### src/hw/rtl/pfcs_pkg.sv
`timescale 1ns / 1ps
package pfcs_pkg;
	typedef enum logic [2:0] {
		ST_UPDATED  = 3'd0,
		ST_INSERTED = 3'd1,
		ST_IGNORED  = 3'd2,
		ST_UNKNOWN  = 3'd3,
		ST_FULL     = 3'd4
	} status_t;

	localparam int ID_W    = 16;
	localparam int CNT_W   = 32;
	localparam int DUR_W   = 32;
	localparam int OUT_W   = 48;
	localparam int SLOT_W  = 6;
	localparam int IN_W    = 88;
	localparam int OUTD_W  = 304;

	typedef enum logic [1:0] {
		OP_NONE = 2'd0,
		OP_REC  = 2'd1,
		OP_NORM = 2'd2
	} op_t;
endpackage

### src/hw/rtl/pfcs_div.sv
`timescale 1ns / 1ps
module pfcs_div #(
	parameter int SW = 48
) (
	input  logic                      clk,
	input  logic                      arst_n,
	input  logic                      start,
	input  logic [SW-1:0]             num,
	input  logic [pfcs_pkg::CNT_W-1:0] den,
	output logic                      busy,
	output logic                      done,
	output logic [SW-1:0]             quo
);
	import pfcs_pkg::*;
	localparam int CW = $clog2(SW + 1);

	logic [SW-1:0]    n_q;
	logic [CNT_W:0]   r_q;
	logic [CNT_W-1:0] d_q;
	logic [CW-1:0]    k_q;
	logic [CNT_W:0]   rs;

	assign rs   = {r_q[CNT_W-1:0], n_q[SW-1]};
	assign busy = (k_q != '0);
	assign quo  = n_q;

	always_ff @(posedge clk or negedge arst_n) begin
		if (!arst_n) begin
			k_q  <= '0;
			done <= 1'b0;
		end else begin
			done <= 1'b0;
			if (start) begin
				k_q <= CW'(SW);
			end else if (busy) begin
				k_q <= k_q - 1'b1;
				if (k_q == CW'(1)) done <= 1'b1;
			end
		end
	end

	always_ff @(posedge clk) begin
		if (start) begin
			n_q <= num;
			r_q <= '0;
			d_q <= (den == '0) ? CNT_W'(1) : den;
		end else if (busy) begin
			if (rs >= {1'b0, d_q}) begin
				r_q <= rs - {1'b0, d_q};
				n_q <= {n_q[SW-2:0], 1'b1};
			end else begin
				r_q <= rs;
				n_q <= {n_q[SW-2:0], 1'b0};
			end
		end
	end
endmodule

### config.mk
export PLATFORM = sky130hd
export DESIGN_NAME = pfcs_div
export DESIGN_NICKNAME = d
export VERILOG_FILES = /design/src/hw/rtl/pfcs_pkg.sv /design/src/hw/rtl/pfcs_div.sv
export SDC_FILE = /design/constraint.sdc
export NUM_CORES = 1
export LEC_CHECK = 0
export BUFFER_PORTS_ARGS = -buffer_cell sky130_fd_sc_hd__buf_2
export CAP_MARGIN = 10
export CELL_PAD_IN_SITES_DETAIL_PLACEMENT = 2
export CELL_PAD_IN_SITES_GLOBAL_PLACEMENT = 2
export CORE_MARGIN = 2
export CORE_UTILIZATION = 30
export CTS_CLUSTER_DIAMETER = 40
export DETAILED_ROUTE_END_ITERATION = 16
export PLACE_DENSITY = 0.71
export SLEW_MARGIN = 20
export SYNTH_ARGS = -nofsm -noshare
export SYNTH_HDL_FRONTEND = slang
export SYNTH_SLANG_ARGS = --single-unit
### constraint.sdc
create_clock -name clk -period 2.8 [get_ports clk]
set_input_delay 0.14 -clock clk [delete_from_list [all_inputs] [get_ports clk]]
set_output_delay 0.14 -clock clk [all_outputs]
set_load 0.01 [all_outputs]
==> impl_results.md <==
* CTS max path bufs at 2
* Core Util, Final at between 40% and 50%
* Max-cap violations at 0
* Area Growth Syn to Fin at 41.0%
* IO Pins at around 130
* Clk_lat worst skew at 440 ps
* GPL Wtd Cong at about 0.86
* Kind of critical path: flip-flop to flip-flop
* Worst-margin pin slew at 658 ps
* Min-delay worst type: input port to flip-flop
* Net Sw Power at between 3 and 4 mW
* Largest net degree at the start of global routing at 74
* Sequential Power Share at 27.5%
* Post-Syn Area at 7080 sq um
* DRC viols at 0
* Initial antenna violation count at 0
* Total core area at roughly 23,000 sq um
* RSZ-0062 raised after global routing: true
* Clock skew at roughly 16 ps
* Setup Slack @ Placement at -189 ps
* Int Pwr at 5.47 mW
* Die area at 24,800 sq um
* Number of setup violations in the final report at 15
* Setup WS post-layout at -131 ps
* Drt first pass iters at 5
* Fin nets at between 1k and 1.5k
* Clk pwr share at a little over a quarter
* H-tree depth at 4
* Distinct cells, synth at 61
* Initial DRC count at about 300
* P_leak at roughly 4.2 nW
* Post-Synth XOR/XNOR Area at under 10%
* Startpoint Class: flip-flop
* Storage element area at between 3000 and 4000 sq um
* Synth Area in Adders at under 10%
* Critical Path End Type: flip-flop
* # rows at 56
* Multi-input logic area at around 3700 sq um
* Num CTS Buffers at 17
* Fin. Hold Viols at 0
* Minimum clock period at 2930 ps
* Global-route usage over all layers at between 20% and 30%
* Global-route wire length before repair at around 40,000 um
* CP required at 3160 ps
* Pins Over Slew Limit at 0
* Synthesized Nets at around 800
* Share of flip-flops with an asynchronous set or reset at 5.88%
* Crit share post-route at 105%
* Post-Layout Cell Count at around 1.2k
* Power Dens Cells at approximately 890 nW/um^2
* Post-DP HPWL at around 17,000 um
* Congestion Overflow GR at 0
* Proportion of synthesized area in mux cells at a little over a tenth
* Avg WL per Cell at roughly 21 um
* Final antenna-violating net count at 0
* Cells after Synth at 703
* Primary FF master, synth: edfxtp_1
* Post-synth EDFFs at 80
* Crit path max fanout at 3
* Compound-Gate Fraction of Synth Area at between 15 and 20%
* FILL cells at between 2k and 2.5k
* Die Wd at between 150 and 200 um
* Initial Util at a little over 30%
* Layout cell share with drive strength beyond 1 at between 30% and 40%
* YS warnings at 0
* Status: complete, but fails checks
* Port buffer count at ~130
* Avg Synthesized Cell Area at approximately 10 sq um
* Register area share after synthesis at a little under half
* Maximum VDD drop at roughly 0.00033 V
* DP Cell Count at between 1k and 1.5k
* #FFs+latches synth at 119
* Vias per cell at slightly above 5
* CP arrival at about 3300 ps
* TritonCTS clock tree: done
* Simple-gate share of the synthesized area at about an eighth
* Worst-path clk slew at ~70 ps
* Largest family of logic cells by synthesized area: compound AO/OA/AOI/OAI gates
* Highest clock rate at around 0.34 GHz
* Ant diodes at 0
* Total number of vias at ~6.3k
* Combinational fraction of design power at between 40 and 50%
* Violated checks: setup timing
* Sw frac at between 30% and 40%
* Die Span Y at ~160 um
* Slew margin rel. at 56.1%
* Vias in the first global route at between 7k and 8k
* Clock sink total at 119
* Detailed Route WL at between 20,000 and 30,000 um
* Clk root buf: clkbuf_16
-- registers in the layout, summed over array words and instances, names as in the netlist --
| name | count |
|---|---|
| quo | 48 |
| r_q | 32 |
| d_q | 32 |
| done | 1 |
| k_q | 6 |
-- power groups by stage --
stage	clock network [mW]	logic, mW	registers [mW]
6_report	2.40	4.06	2.45
5_1_grt	2.52	4.39	2.50
4_1_cts	2.44	3.70	2.44
3_5_place_dp	0	3.30	2.45
3_3_place_gp	0	3.17	2.43
2_1_floorplan	0	2.08	2.43
-- routing by layer --
layer | share of wire (%) | GRT usage (%)
met1 | 42 | 24.8
met2 | 54 | 39.9
met3 | 2.6 | 3.67
met4 | 1.5 | 5.41
met5 | 0 | 0
-- path summary, 6_finish.rpt --
kind | startpoint | end | slack, ps | depth (start not counted)
hold reg to reg | r_q[24]$_SDFFE_PP0P_ | r_q[24]$_SDFFE_PP0P_ | 500 | 2
min in group asynchronous | arst_n | k_q[1]$_DFFE_PN0P_ | 70 | 2
max in group asynchronous | arst_n | k_q[3]$_DFFE_PN0P_ | 2560 | 2
setup reg to reg | quo[47]$_DFFE_PP_ | r_q[12]$_SDFFE_PP0P_ | -130 | 12
setup / recovery | quo[47]$_DFFE_PP_ | r_q[12]$_SDFFE_PP0P_ | -130 | 12
hold / removal | num[11] | quo[11]$_DFFE_PP_ | 5 | 2
-- placed cells by master (no fill, tap or decap), types with 8 or more instances in the layout --
master,instances
a211oi_1,18
a21o_1,13
a21oi_1,34
buf_2,131
buf_4,63
clkbuf_16,17
dfxtp_1,31
dlygate4sd3_1,54
edfxtp_1,80
ha_1,21
ha_2,8
inv_1,45
mux2_2,48
mux2i_1,16
nand2_1,34
nand2b_1,8
nand3_1,14
nand4_1,14
nor2_1,57
nor3_1,9
nor4_1,15
o21ai_0,17
xnor2_1,12
xor2_1,12
-- per-stage QoR --
step           hold slack [ps]  TNS, ps  instance area (sq um)  power [mW]
4_1_cts                  0.733     -701                   9730        8.58
3_5_place_dp             -18.2    -3250                   8320        5.75
2_1_floorplan             -156        0                   7080        4.51
3_3_place_gp             -24.4    -2370                   8320        5.59
6_report                  5.08     -649                   9980        8.92
5_1_grt                   1.76    -4220                   9980        9.41
-- cells in the mapped netlist, drive strengths merged (4+ instances only) --
cell	n	area [sq um]
dfrtp	7	175
and4	4	35.0
nand2b	8	50.1
and3	5	36.3
a21oi	41	209
o21ai	24	124
ha	34	425
nor2	58	218
inv	47	176
a21o	13	97.6
nand4	14	87.6
o31ai	7	66.3
mux2i	21	210
o21bai	7	52.6
nor3	9	45.0
buf	18	90.1
nand2	34	128
a211oi	25	188
nor4	16	100
edfxtp	80	2400
a31oi	4	25.0
dfxtp	32	641
o21a	5	37.5
xor2	12	105
nor2b	5	31.3
nand3	15	75.1
clkbuf	52	195
o211ai	5	37.5
xnor2	12	105
mux2	49	552
a311oi	6	52.6
-- what timing repair did --
| item | CTS | global route |
|---|---|---|
| gates resized for setup | 41 | 44 |
| pin swaps | 15 | 16 |
| setup endpoints to repair | 33 | 34 |
| buffers inserted | 9 | 5 |
| hold endpoints to repair | 59 | 1 |
| hold buffers | 53 | 1 |
-- layout make-up --
class | count | area share [%]
multi-input cells | 467 | 37.4
flip-flops and latches | 119 | 32.3
repair buffers | 258 | 18.2
clock buffers | 17 | 4.26
well taps | 319 | 4.00
clock inverters | 15 | 2.03
inverters | 47 | 1.81
-- kinds of logic (layout without fill, tap and decap cells) --
| kind of cell | after synthesis | after routing |
|---|---|---|
| buffers and inverters | 117 | 337 |
| multiplexers | 70 | 70 |
| AO/OA/AOI/OAI | 157 | 157 |
| flip-flops | 119 | 119 |
| XOR/XNOR | 24 | 24 |
| adder cells (fa/ha/maj) | 35 | 35 |
| AND/OR/NAND/NOR | 181 | 181 |
-- worst max-delay path, stage by stage (launching register included) --
cell and delay, ps:
edfxtp_1 380, inv_1 80, ha_2 220, fa_2 360, nor2b_2 190, o21ai_0 170
a21oi_2 290, nor2_1 130, buf_4 190, o21bai_1 210, xor2_1 310, mux2i_4 120
a211oi_1 220
Note: power is estimated with default switching activity, not from simulation.
