## config.mk

```make
export PLATFORM = sky130hd
export DESIGN_NAME = pfcs_cell
export DESIGN_NICKNAME = d
export VERILOG_FILES = /design/src/hw/rtl/pfcs_pkg.sv /design/src/hw/rtl/pfcs_cell.sv
export SDC_FILE = /design/constraint.sdc
export NUM_CORES = 1
export LEC_CHECK = 0
export BUFFER_PORTS_ARGS = -buffer_cell sky130_fd_sc_hd__buf_2
export CAP_MARGIN = 20
export CORE_AREA = 10 10 155 157
export DETAILED_ROUTE_END_ITERATION = 10
export DIE_AREA = 0 0 165 167
export PLACE_DENSITY = 0.69
export SLEW_MARGIN = 20
export SYNTH_ARGS = -nofsm -noshare
export SYNTH_HDL_FRONTEND = slang
export SYNTH_SLANG_ARGS = --single-unit
```

## constraint.sdc

```tcl
create_clock -name clk -period 8.6 [get_ports clk]
set_input_delay 1.29 -clock clk [delete_from_list [all_inputs] [get_ports clk]]
set_output_delay 1.29 -clock clk [all_outputs]
set_load 0.005 [all_outputs]
```

## src/hw/rtl/pfcs_pkg.sv

```systemverilog
`timescale 1ns / 1ps
package pfcs_pkg;
	typedef enum logic [2:0] {
		ST_UPDATED  = 3'd0,
		ST_INSERTED = 3'd1,
		ST_IGNORED  = 3'd2,
		ST_UNKNOWN  = 3'd3,
		ST_FULL     = 3'd4
	} status_t;

	localparam int ID_W    = 16;
	localparam int CNT_W   = 32;
	localparam int DUR_W   = 32;
	localparam int OUT_W   = 48;
	localparam int SLOT_W  = 6;
	localparam int IN_W    = 88;
	localparam int OUTD_W  = 304;

	typedef enum logic [1:0] {
		OP_NONE = 2'd0,
		OP_REC  = 2'd1,
		OP_NORM = 2'd2
	} op_t;
endpackage

```

## src/hw/rtl/pfcs_cell.sv

```systemverilog
`timescale 1ns / 1ps
module pfcs_cell #(
	parameter int SW = 48
) (
	input  logic                      clk,
	input  logic                      shift,
	input  logic                      wr,
	input  logic [pfcs_pkg::ID_W-1:0]  id_in,
	input  logic [pfcs_pkg::CNT_W-1:0] cnt_in,
	input  logic [SW-1:0]             dsum_in,
	input  logic [SW-1:0]             osum_in,
	input  logic [pfcs_pkg::DUR_W-1:0] lng_in,
	input  logic [pfcs_pkg::DUR_W-1:0] sht_in,
	output logic [pfcs_pkg::ID_W-1:0]  id_q,
	output logic [pfcs_pkg::CNT_W-1:0] cnt_q,
	output logic [SW-1:0]             dsum_q,
	output logic [SW-1:0]             osum_q,
	output logic [pfcs_pkg::DUR_W-1:0] lng_q,
	output logic [pfcs_pkg::DUR_W-1:0] sht_q
);
	import pfcs_pkg::*;
	always_ff @(posedge clk) begin
		if (shift || wr) begin
			id_q   <= id_in;
			cnt_q  <= cnt_in;
			dsum_q <= dsum_in;
			osum_q <= osum_in;
			lng_q  <= lng_in;
			sht_q  <= sht_in;
		end
	end
endmodule

```

==> results by group, run 1 <==
Floorplanning
  • Core Area: 0.02082 sq mm
  • Initial Util: between 30 and 40%
  • Die H: 167 um
  • Row count: 53
  • Io pins: 419
  • Die area: roughly 0.028 sq mm
  • Die W: ~170 um

Layout
  • Multi-input gate area: 8.758 sq um
  • Final design area excluding fillers: approximately 0.0095 sq mm
  • Fillers: 1833
  • Nets: slightly below 900
  • Layout cells sized above 1: 67.77%
  • Sequential Area: approximately 0.0062 sq mm
  • Area growth syn-to-layout: 51.29%

Critical path
  • Req. time, crit path: roughly 8.7 ns
  • Crit path DAT: roughly 2.8 ns
  • Worst path top cell family by delay: buffers and inverters
  • Slowest cell delay on critical path: roughly 0.73 ns
  • Crit path buf inv count: 2
  • CP Class: input port to flip-flop
  • Slowest-stage cell, CP: buf_4
  • Crit-path max FO: 63
  • Crit end category: flip-flop
  • Setup crit start kind: input port
  • Worst path cell trace: buf_2 -> or2_4 -> buf_4

Synthesis
  • Synth Cell Area: between 0.006 and 0.007 sq mm
  • Syn avg cell area: 29.92 sq um
  • Synth top area share: between 90% and 100%
  • Most frequent cell after synthesis: edfxtp_1
  • Synthesized flop and latch total: about 210
  • Prevailing post-synth register cell: edfxtp_1
  • EDFF count, synth: ~210
  • Synth area leader: edfxtp_1
  • Commonest cells post-synth: edfxtp_1, or2_1
  • Async set-reset flop share out of synthesis: 0%
  • Ys Warns: 0
  • Register area share after synthesis: 99.90%
  • Largest cells by area after synthesis: edfxtp_1, or2_1
  • Netlist cell types: 2
  • Net Count, Synth: 420
  • Mapped Cells: about 210

Global route
  • Largest net degree at the start of global routing: 87
  • First-pass GRT wire length: 26.79 mm
  • Vias in the first global route: roughly 4200
  • Total grt overflow: 0
  • Initial antenna violation count: 3
  • Total track usage: 12.99%

Clock network
  • Post-CTS sizing: 0
  • CTS clk-pin slew, worst paths: ~0.06 ns
  • Clock root cell: clkbuf_16
  • Clock Path Buffers: 3
  • CTS tree: built
  • H-tree Lvls: 1
  • Num CTS Buffers: 22
  • CTS Hold Bufs: 0
  • Post-CTS setup buffer count: 0
  • Clock sinks: about 210

Drt
  • Drt first pass iters: 4
  • Post-route ant nets: 0
  • Drt wl/cell: 20.22 um
  • Via density: 4.047
  • DRC violations left: 0
  • Via count: 3824
  • Detailed Route Iter0 Violations: around 230
  • Drt total wl: roughly 19 mm

Power and ir drop
  • Lkg Pwr: between 4 and 5 nW
  • Internal power: between 1.5 and 2 mW
  • Comb pwr share: under 10%
  • Clk pwr share: around two fifths
  • Psw: 0.4729 mW
  • Part of the power in registers: between 50% and 60%
  • Worst ir drop on vdd: ~0.16 mV
  • Power Dens Cells: 249.3 mW/mm^2
  • Net Sw Frac: between 20% and 30%

Placed design
  • Worst slack, placed: roughly 5.2 ns
  • DP Area: 0.008706 sq mm
  • PortBufs: ~420
  • RePlAce Congestion: roughly 0.81
  • Detail Placement HPWL: ~15 mm

STA
  • Slew headroom: roughly 45%
  • F_max: between 300 and 400 MHz
  • Final setup TNS: 0 ns
  • Setup ws final: 5.897 ns
  • Setup Viol. Count Final: 0
  • Worst-Margin Slew: roughly 0.83 ns
  • RSZ-0062 raised after global routing: false
  • Final max-slew violation count: 0
  • Fin. Hold Viols: 0
  • Tcrit/Tclk final: roughly a third
  • Post-layout min period: roughly 2.7 ns

Run
  • Max Cap Violations: 0

Run status
  • Status: complete, no violations

Min path
  • Hold Crit Class: input port to flip-flop
==> cell type report <==
cell class	instances	area share, %
Sequential cell	208	66.03
Timing Repair Buffer	421	22.57
Clock buffer	27	6.243
Tap cell	275	3.638
Clock inverter	10	1.349
Multi-Input combinational cell	1	0.09259
Antenna cell	3	0.07937
==> cell usage in the layout (no fill, tap or decap), drive strengths merged <==
cell type	netlist	layout
clkinv	0	6
clkinvlp	0	1
bufinv	0	3
edfxtp	208	208
buf	0	421
or2	1	1
clkbuf	0	27
diode	0	3
==> registers in the layout (all words and copies together) (netlist names) <==
name / cells
dsum_q: 48
osum_q: 48
cnt_q: 32
lng_q: 32
sht_q: 32
id_q: 16
==> metrics by stage <==
stage	hold slack [ns]	utilization (%)	std cells	power [mW]
after floorplan	1.389	-	209	1.298
after global placement	1.466	41.81	904	1.444
after detailed placement	1.468	41.81	904	1.452
after CTS	0.9458	45.26	941	2.395
after global routing	0.9510	45.42	944	2.455
final	0.9698	45.43	945	2.359
==> power by group through the flow <==
stage | combinational, mW | sequential [mW] | clock (mW)
6_report | 0.185 | 1.24 | 0.934
5_1_grt | 0.203 | 1.25 | 1.00
4_1_cts | 0.191 | 1.24 | 0.963
3_5_place_dp | 0.190 | 1.26 | 0
3_3_place_gp | 0.187 | 1.26 | 0
2_1_floorplan | 0.0135 | 1.28 | 0
==> final timing paths <==
check                  startpoint    endpoint  slack (ns)  cells after the start
worst max-delay path        shift  dsum_q[17]        5.90                      3
worst min-delay path  dsum_in[24]  dsum_q[24]        0.97                      1
==> cell families after synthesis <==
kind of cell / count (synthesis) / synth area share [%]
DFF: 208 / 99.90
and+or+nand+nor: 1 / 0.1001
==> per-layer routing <==
metal | vias up | part of all wire (%) | global-route usage (%)
li1 | 1746 | - | -
met1 | 1825 | 35 | 14.29
met2 | 220 | 52 | 22.88
met3 | 31 | 10 | 4.463
met4 | 2 | 2.1 | 4.006
met5 | - | 0.068 | 0
Power figures use the tool's default switching activity.
==> run 2, diff against run 1 <==
==> constraint.sdc (replaced) <==
create_clock -name clk -period 2.7 [get_ports clk]
set_input_delay 0.405 -clock clk [delete_from_list [all_inputs] [get_ports clk]]
set_output_delay 0.405 -clock clk [all_outputs]
set_load 0.005 [all_outputs]
==> run 2 against run 1 <==
Flip-flop and latch count is the same. Die area is the same. Largest cell class unchanged. Global-route usage grew 0.070 points. Utilization is essentially flat. Combinational power grew to 3.2 times the previous value. Count of clock-buffer cells in the layout shrank 3. Non-clock buffer count grew 6. Highest routed layer unchanged. Via count grew 1.5%. Sequential share of layout area is essentially flat. Wire length shrank 0.40%.
==> results by group, run 2 (same netlist as run 1, synthesis figures left out) <==
Run status
  • Status: complete, no violations

Critical path
  • Slowest cell delay on critical path: 0.39 ns
  • Crit path buf inv count: 1
  • Worst path top cell family by delay: flip-flops
  • Slowest-stage cell, CP: edfxtp_1
  • Crit end category: output port
  • Req. time, crit path: between 2 and 2.5 ns
  • CP Class: flip-flop to output port
  • Crit-path max FO: 1
  • Crit path DAT: ~1.0 ns
  • Setup crit start kind: flip-flop
  • Worst path cell trace: buf_2

Clock network
  • Num CTS Buffers: 21
  • Post-CTS sizing: 0
  • CTS Hold Bufs: 0
  • CTS clk-pin slew, worst paths: 0.06 ns
  • Clock root cell: clkbuf_16
  • Clock Path Buffers: 3
  • Post-CTS setup buffer count: 0
  • CTS tree: built
  • H-tree Lvls: 1
  • Clock sinks: about 210

Global route
  • Met1 Resource Use GR: around an eighth
  • Initial antenna violation count: 6
  • Busiest metal layer after global routing: met2
  • Total grt overflow: 0
  • M3 GR Usage: between 7 and 8%
  • Largest net degree at the start of global routing: a little under 90
  • Grt met2 use: between 20% and 30%
  • Vias in the first global route: between 4000 and 5000
  • First-pass GRT wire length: between 20 and 30 mm
  • Total track usage: 13.06%

STA
  • Worst-Margin Slew: ~0.46 ns
  • Tcrit/Tclk final: approximately 53%
  • Fin. Hold Viols: 0
  • Slew headroom: 69.14%
  • Setup Viol. Count Final: 0
  • F_max: 699.3 MHz
  • Final max-slew violation count: 0
  • Final setup TNS: 0 ns
  • RSZ-0062 raised after global routing: false
  • Worst hold slack: ~0.083 ns
  • Post-layout min period: roughly 1.4 ns

Layout
  • Area growth syn-to-layout: 51.37%
  • Sequential Area: between 0.006 and 0.007 sq mm
  • Post-route insts no fill: 951
  • Fillers: 1829
  • Multi-input gate area: 8.758 sq um
  • Most frequent cells in the layout: buf_2, edfxtp_1, clkbuf_16, clkinv_2, buf_4
  • Commonest non-fill, non-tap cell in the layout: buf_2
  • Nets: 870
  • Largest regs: dsum_q (48), osum_q (48)
  • Layout cells sized above 1: between 60% and 70%

Drt
  • Drt first pass iters: 4
  • Drt wl/cell: about 20 um
  • Via count: 3883
  • Detailed Route Iter0 Violations: between 150 and 200
  • DRC violations left: 0
  • Via density: between 4 and 5
  • Post-route ant nets: 0
  • Drt total wl: 19.03 mm

Floorplanning
  • Io pins: 419
  • Die H: ~170 um
  • Row count: 53
  • Die area: 0.02756 sq mm
  • Core Area: ~0.021 sq mm
  • Die W: about 170 um
  • Initial Util: 30.03%

Placed design
  • PortBufs: 418
  • Detail Placement HPWL: 15.54 mm
  • Placed insts: around 910
  • RePlAce Congestion: 0.7724

Min path
  • Hold Crit Class: input port to flip-flop
  • Hold depth: 1
  • WHS Endpoint: osum_q[22]
  • Critical hold path startpoint: osum_in[22]

Power and ir drop
  • Lkg Pwr: between 4 and 5 nW
  • Power Dens Cells: ~770 mW/mm^2
  • Worst ir drop on vdd: approximately 0.54 mV

Run
  • Max Cap Violations: 0
run 2: changes by cell type in the layout (fill, tap and decap cells not counted), sizes merged:
cell and change:
bufinv -1, clkinv +3, diode +1, buf +6
clkinvlp -1, clkbuf -3, inv +1
run 2: stage by stage:
stage	util [%]	setup WS (ns)	instance area, sq um	total power [mW]
2_1_floorplan	-	0.3472	6255	4.114
3_3_place_gp	42.30	1.064	8808	4.607
3_5_place_dp	42.30	1.069	8808	4.629
4_1_cts	45.40	1.225	9454	7.392
5_1_grt	45.44	1.217	9462	7.576
6_report	45.45	1.270	9464	7.259
run 2: how the worst max path moves through the flow:
stage	start	to	slack (ns)	cells after the start
floorplan	wr	cnt_q[0]	0.35	1
global placement	shift	osum_q[15]	1.06	3
detailed placement	wr	dsum_q[23]	1.07	3
CTS	dsum_q[9]	dsum_q[9]	1.23	1
global route	dsum_q[9]	dsum_q[9]	1.22	1
finish	dsum_q[9]	dsum_q[9]	1.27	1
run 2: layout make-up:
class / count / area share [%]
flip-flops and latches: 208 / 66.00
repair buffers: 427 / 23.35
clock buffers: 24 / 5.672
well taps: 275 / 3.636
clock inverters: 12 / 1.150
diodes: 4 / 0.1058
multi-input cells: 1 / 0.09254
run 2: power breakdown:
part | total (mW) | internal [mW] | switching [mW]
clock | 2.72 | 1.61 | 1.11
combinational | 0.594 | 0.304 | 0.290
sequential | 3.94 | 3.88 | 0.0657
run 2: per-layer routing:
layer	share of wire (%)	vias to the layer above
li1	-	1758
met4	2.8	4
met1	30	1818
met5	0.12	-
met2	52	262
met3	15	41
==> run 3, diff against run 2 <==
--- a/config.mk
+++ b/config.mk
@@ -5,12 +5,13 @@
 export SDC_FILE = /design/constraint.sdc
 export NUM_CORES = 1
 export LEC_CHECK = 0
+export ABC_AREA = 1
 export BUFFER_PORTS_ARGS = -buffer_cell sky130_fd_sc_hd__buf_2
 export CAP_MARGIN = 20
-export CORE_AREA = 10 10 155 157
+export CORE_AREA = 10 10 156 158
 export DETAILED_ROUTE_END_ITERATION = 10
-export DIE_AREA = 0 0 165 167
-export PLACE_DENSITY = 0.69
+export DIE_AREA = 0 0 166 168
+export PLACE_DENSITY = 0.68
 export SLEW_MARGIN = 20
 export SYNTH_ARGS = -nofsm -noshare
 export SYNTH_HDL_FRONTEND = slang
==> constraint.sdc (replaced) <==
create_clock -name clk -period 1.5 [get_ports clk]
set_input_delay 0.225 -clock clk [delete_from_list [all_inputs] [get_ports clk]]
set_output_delay 0.225 -clock clk [all_outputs]
set_load 0.005 [all_outputs]
==> run 3 against run 2 <==
The flow now stops in 4_1_cts. Area after synthesis barely moved. Synthesized cell count up 0.96%.
==> results by group, run 3 <==
Clock network
  • Num CTS Buffers: 22
  • Post-CTS sizing: 0
  • Clock sinks: around 210
  • Clock Path Buffers: 3
  • H-tree Lvls: 1
  • CTS Hold Bufs: between 150 and 200
  • Clock root cell: clkbuf_16
  • Post-CTS setup buffer count: 0

Floorplanning
  • Initial Util: 29.21%
  • Die H: roughly 170 um
  • Io pins: between 400 and 500
  • Die W: between 150 and 200 um
  • Row count: 54

Placed design
  • Detail Placement HPWL: around 16 mm
  • PortBufs: 418
  • DP Area: 0.008843 sq mm
  • Worst slack, placed: between 0.2 and 0.25 ns
  • RePlAce Congestion: between 0.7 and 0.8

Synthesis
  • Largest cells by area after synthesis: edfxtp_1, inv_1, nand2_1
  • Ys Warns: 0
  • Net Count, Synth: 422
  • Register area share after synthesis: roughly 100%
  • Synth Cell Area: around 0.0063 sq mm
  • Netlist cell types: 3
  • Synth top area share: between 90% and 100%
  • EDFF count, synth: approximately 210
  • Mapped Cells: about 210
  • Commonest cells post-synth: edfxtp_1, inv_1, nand2_1
  • Synth area leader: edfxtp_1
  • Most frequent cell after synthesis: edfxtp_1
  • Async set-reset flop share out of synthesis: 0%
  • Synthesized flop and latch total: roughly 210
  • Syn avg cell area: approximately 30 sq um
  • Prevailing post-synth register cell: edfxtp_1

Run status
  • Status: stopped before the end
  • Failing step: 4_1_cts
  • Stop err: [ERROR RSZ-0060] Max buffer count reached.
## run 3: changes by cell type after synthesis
cell / change
inv_1: +2
nand2_1: +1
or2_1: -1
## run 3: cell families after synthesis
logic type    Yosys count  share of synthesized area (%)
flops                 208                          99.82
buf+inv                 2                         0.1200
simple gates            1                        0.05993
## run 3: per-stage QoR
stage	util (%)	setup TNS, ns	std cells
3_3_place_gp	41.29	0	921
2_1_floorplan	-	-5.428	211
3_5_place_dp	41.29	0	921
==> run 4, diff against run 3 <==
--- a/config.mk
+++ b/config.mk
@@ -8,10 +8,10 @@
 export ABC_AREA = 1
 export BUFFER_PORTS_ARGS = -buffer_cell sky130_fd_sc_hd__buf_2
 export CAP_MARGIN = 20
-export CORE_AREA = 10 10 156 158
+export CORE_MARGIN = 10
+export CORE_UTILIZATION = 20
 export DETAILED_ROUTE_END_ITERATION = 10
-export DIE_AREA = 0 0 166 168
-export PLACE_DENSITY = 0.68
+export PLACE_DENSITY_LB_ADDON = 0.15
 export SLEW_MARGIN = 20
 export SYNTH_ARGS = -nofsm -noshare
 export SYNTH_HDL_FRONTEND = slang
==> run 4 against run 3 <==
The flow now finishes without violations. Area after synthesis did not move. Synthesized cell count did not move.
==> results by group, run 4 <==
Global route
  • Total track usage: 11.07%
  • Largest net degree at the start of global routing: 31
  • Vias in the first global route: roughly 5500
  • Initial antenna violation count: 0
  • First-pass GRT wire length: 33.51 mm
  • Total grt overflow: 0

Min path
  • Hold Crit Class: input port to flip-flop

Power and ir drop
  • Part of the power in registers: 50.6%
  • Power Dens Cells: 1191 mW/mm^2
  • Comb pwr share: a little over a tenth
  • Net Sw Frac: 20.46%
  • Psw: roughly 2.9 mW
  • Internal power: roughly 11 mW
  • Worst ir drop on vdd: approximately 0.84 mV
  • Lkg Pwr: between 5 and 6 nW
  • Clk pwr share: a little under two fifths
  • Power Total: roughly 14 mW

Critical path
  • Crit-path max FO: 1
  • Worst path cell trace: buf_2
  • Slowest-stage cell, CP: edfxtp_1
  • Req. time, crit path: between 1 and 1.5 ns
  • Setup crit start kind: flip-flop
  • Slowest cell delay on critical path: a little over 0.4 ns
  • Crit path DAT: 1.06 ns
  • Worst path top cell family by delay: flip-flops
  • Crit path buf inv count: 1
  • Crit end category: output port
  • CP Class: flip-flop to output port

Placed design
  • Placed insts: 1039
  • RePlAce Congestion: 0.7699
  • Worst slack, placed: between 0.15 and 0.2 ns
  • PortBufs: between 400 and 500

Floorplanning
  • Core Area: 0.03075 sq mm
  • Initial Util: approximately 20%
  • Die H: between 150 and 200 um
  • Die area: just under 0.04 sq mm
  • Io pins: roughly 420
  • Row count: 64
  • Die W: 196.9 um

Synthesis
  • Netlist cell types: 3
  • Most frequent cell after synthesis: edfxtp_1
  • Largest cells by area after synthesis: edfxtp_1, inv_1, nand2_1
  • Ys Warns: 0
  • Simple-gate share of the synthesized area: 0.05999%
  • Largest family of logic cells by synthesized area: buffers and inverters
  • EDFF count, synth: roughly 210
  • Synthesized flop and latch total: 208
  • Async set-reset flop share out of synthesis: 0%
  • Synth Area in XOR/XNOR: 0%
  • Commonest cells post-synth: edfxtp_1, inv_1, nand2_1
  • Mapped Cells: ~210
  • Multiplexer share of the synthesized area: 0%
  • Synth Cell Area: 0.006257 sq mm
  • Register area share after synthesis: approximately 100%
  • Synth top area share: between 90% and 100%
  • Syn avg cell area: between 20 and 30 sq um
  • Prevailing post-synth register cell: edfxtp_1
  • Net Count, Synth: around 420
  • Synth area leader: edfxtp_1
  • Adder-cell share of the synthesized area: 0%
  • Post-synthesis compound-gate area fraction: 0%

Clock network
  • Post-CTS sizing: 0
  • Post-CTS setup buffer count: 0
  • Num CTS Buffers: 23
  • CTS clk-pin slew, worst paths: approximately 0.060 ns
  • Clock Path Buffers: 3
  • Clock sinks: roughly 210
  • H-tree Lvls: 1
  • CTS Hold Bufs: 208
  • Clock root cell: clkbuf_16
  • CTS tree: built

STA
  • F_max: just under 800 MHz
  • Setup ws final: 0.2118 ns
  • Final setup TNS: 0 ns
  • Slew headroom: 75.59%
  • Worst-Margin Slew: approximately 0.37 ns
  • Tcrit/Tclk final: between 80 and 90%
  • Setup Viol. Count Final: 0
  • Post-layout min period: 1.288 ns
  • Worst hold slack: slightly below 0.4 ns
  • Final max-slew violation count: 0
  • RSZ-0062 raised after global routing: false
  • Fin. Hold Viols: 0

Layout
  • Antenna cells: 0
  • Commonest non-fill, non-tap cell in the layout: buf_2
  • Nets: 1087
  • Layout cells sized above 1: 51.85%
  • Area growth syn-to-layout: 89.16%
  • Post-route insts no fill: approximately 1300
  • Most frequent cells in the layout: buf_2, edfxtp_1, dlygate4sd3_1, clkbuf_16, buf_4
  • Largest regs: dsum_q (48), osum_q (48)

Drt
  • Detailed Route Iter0 Violations: 121
  • Post-route ant nets: 0
  • Via density: around 3.6
  • Drt total wl: 22.60 mm
  • Drt first pass iters: 4
  • DRC violations left: 0
  • Drt wl/cell: roughly 18 um
  • Via count: 4649

Run
  • Max Cap Violations: 0

Run status
  • Status: complete, no violations
## run 4: cell counts after synthesis
No cell type changed its count.
## run 4: power by group through the flow
stage	clock network (mW)	registers [mW]	logic, mW
floorplan	0	7.32	0.0828
global placement	0	7.26	1.15
detailed placement	0	7.25	1.15
CTS	5.60	7.14	1.59
global route	5.87	7.19	1.69
finish	5.41	7.13	1.55
## run 4: area by class of cell
cell class | count | area (sq um)
Clock buffer | 28 | 594.3
Multi-Input combinational cell | 1 | 20.02
Timing Repair Buffer | 640 | 4342
Clock inverter | 12 | 131.4
Fill cell | 2876 | 18910
Tap cell | 396 | 495.5
Sequential cell | 208 | 6246
Inverter | 2 | 7.507
## run 4: final timing paths
check	from	end	slack, ns	cells after the start
worst min-delay path	wr	cnt_q[16]	0.39	3
worst max-delay path	cnt_q[10]	cnt_q[10]	0.21	1
## run 4: tightest hold or removal path, cell delays in order
cell and delay [ns]:
buf_2 0.08, inv_1 0.08, nand2_8 0.27
## run 4: through the flow
step           instance area (sq um)  utilization (%)
3_5_place_dp                    9029            29.36
6_report                       11840            38.49
5_1_grt                        11840            38.49
3_3_place_gp                    9029            29.36
4_1_cts                        11840            38.49
2_1_floorplan                   6274                -
## run 4: cells by family after synthesis
family        after synthesis
simple gates                1
flops                     208
buf+inv                     2
## run 4: layer usage
| metal | GRT usage, % | vias up | wire length, um |
|---|---|---|---|
| met2 | 19.70 | 254 | 11510 |
| met4 | 3.532 | 0 | 554 |
| met5 | 0 | - | 0 |
| met1 | 11.45 | 2157 | 8010 |
| li1 | - | 2199 | - |
| met3 | 4.889 | 39 | 2533 |
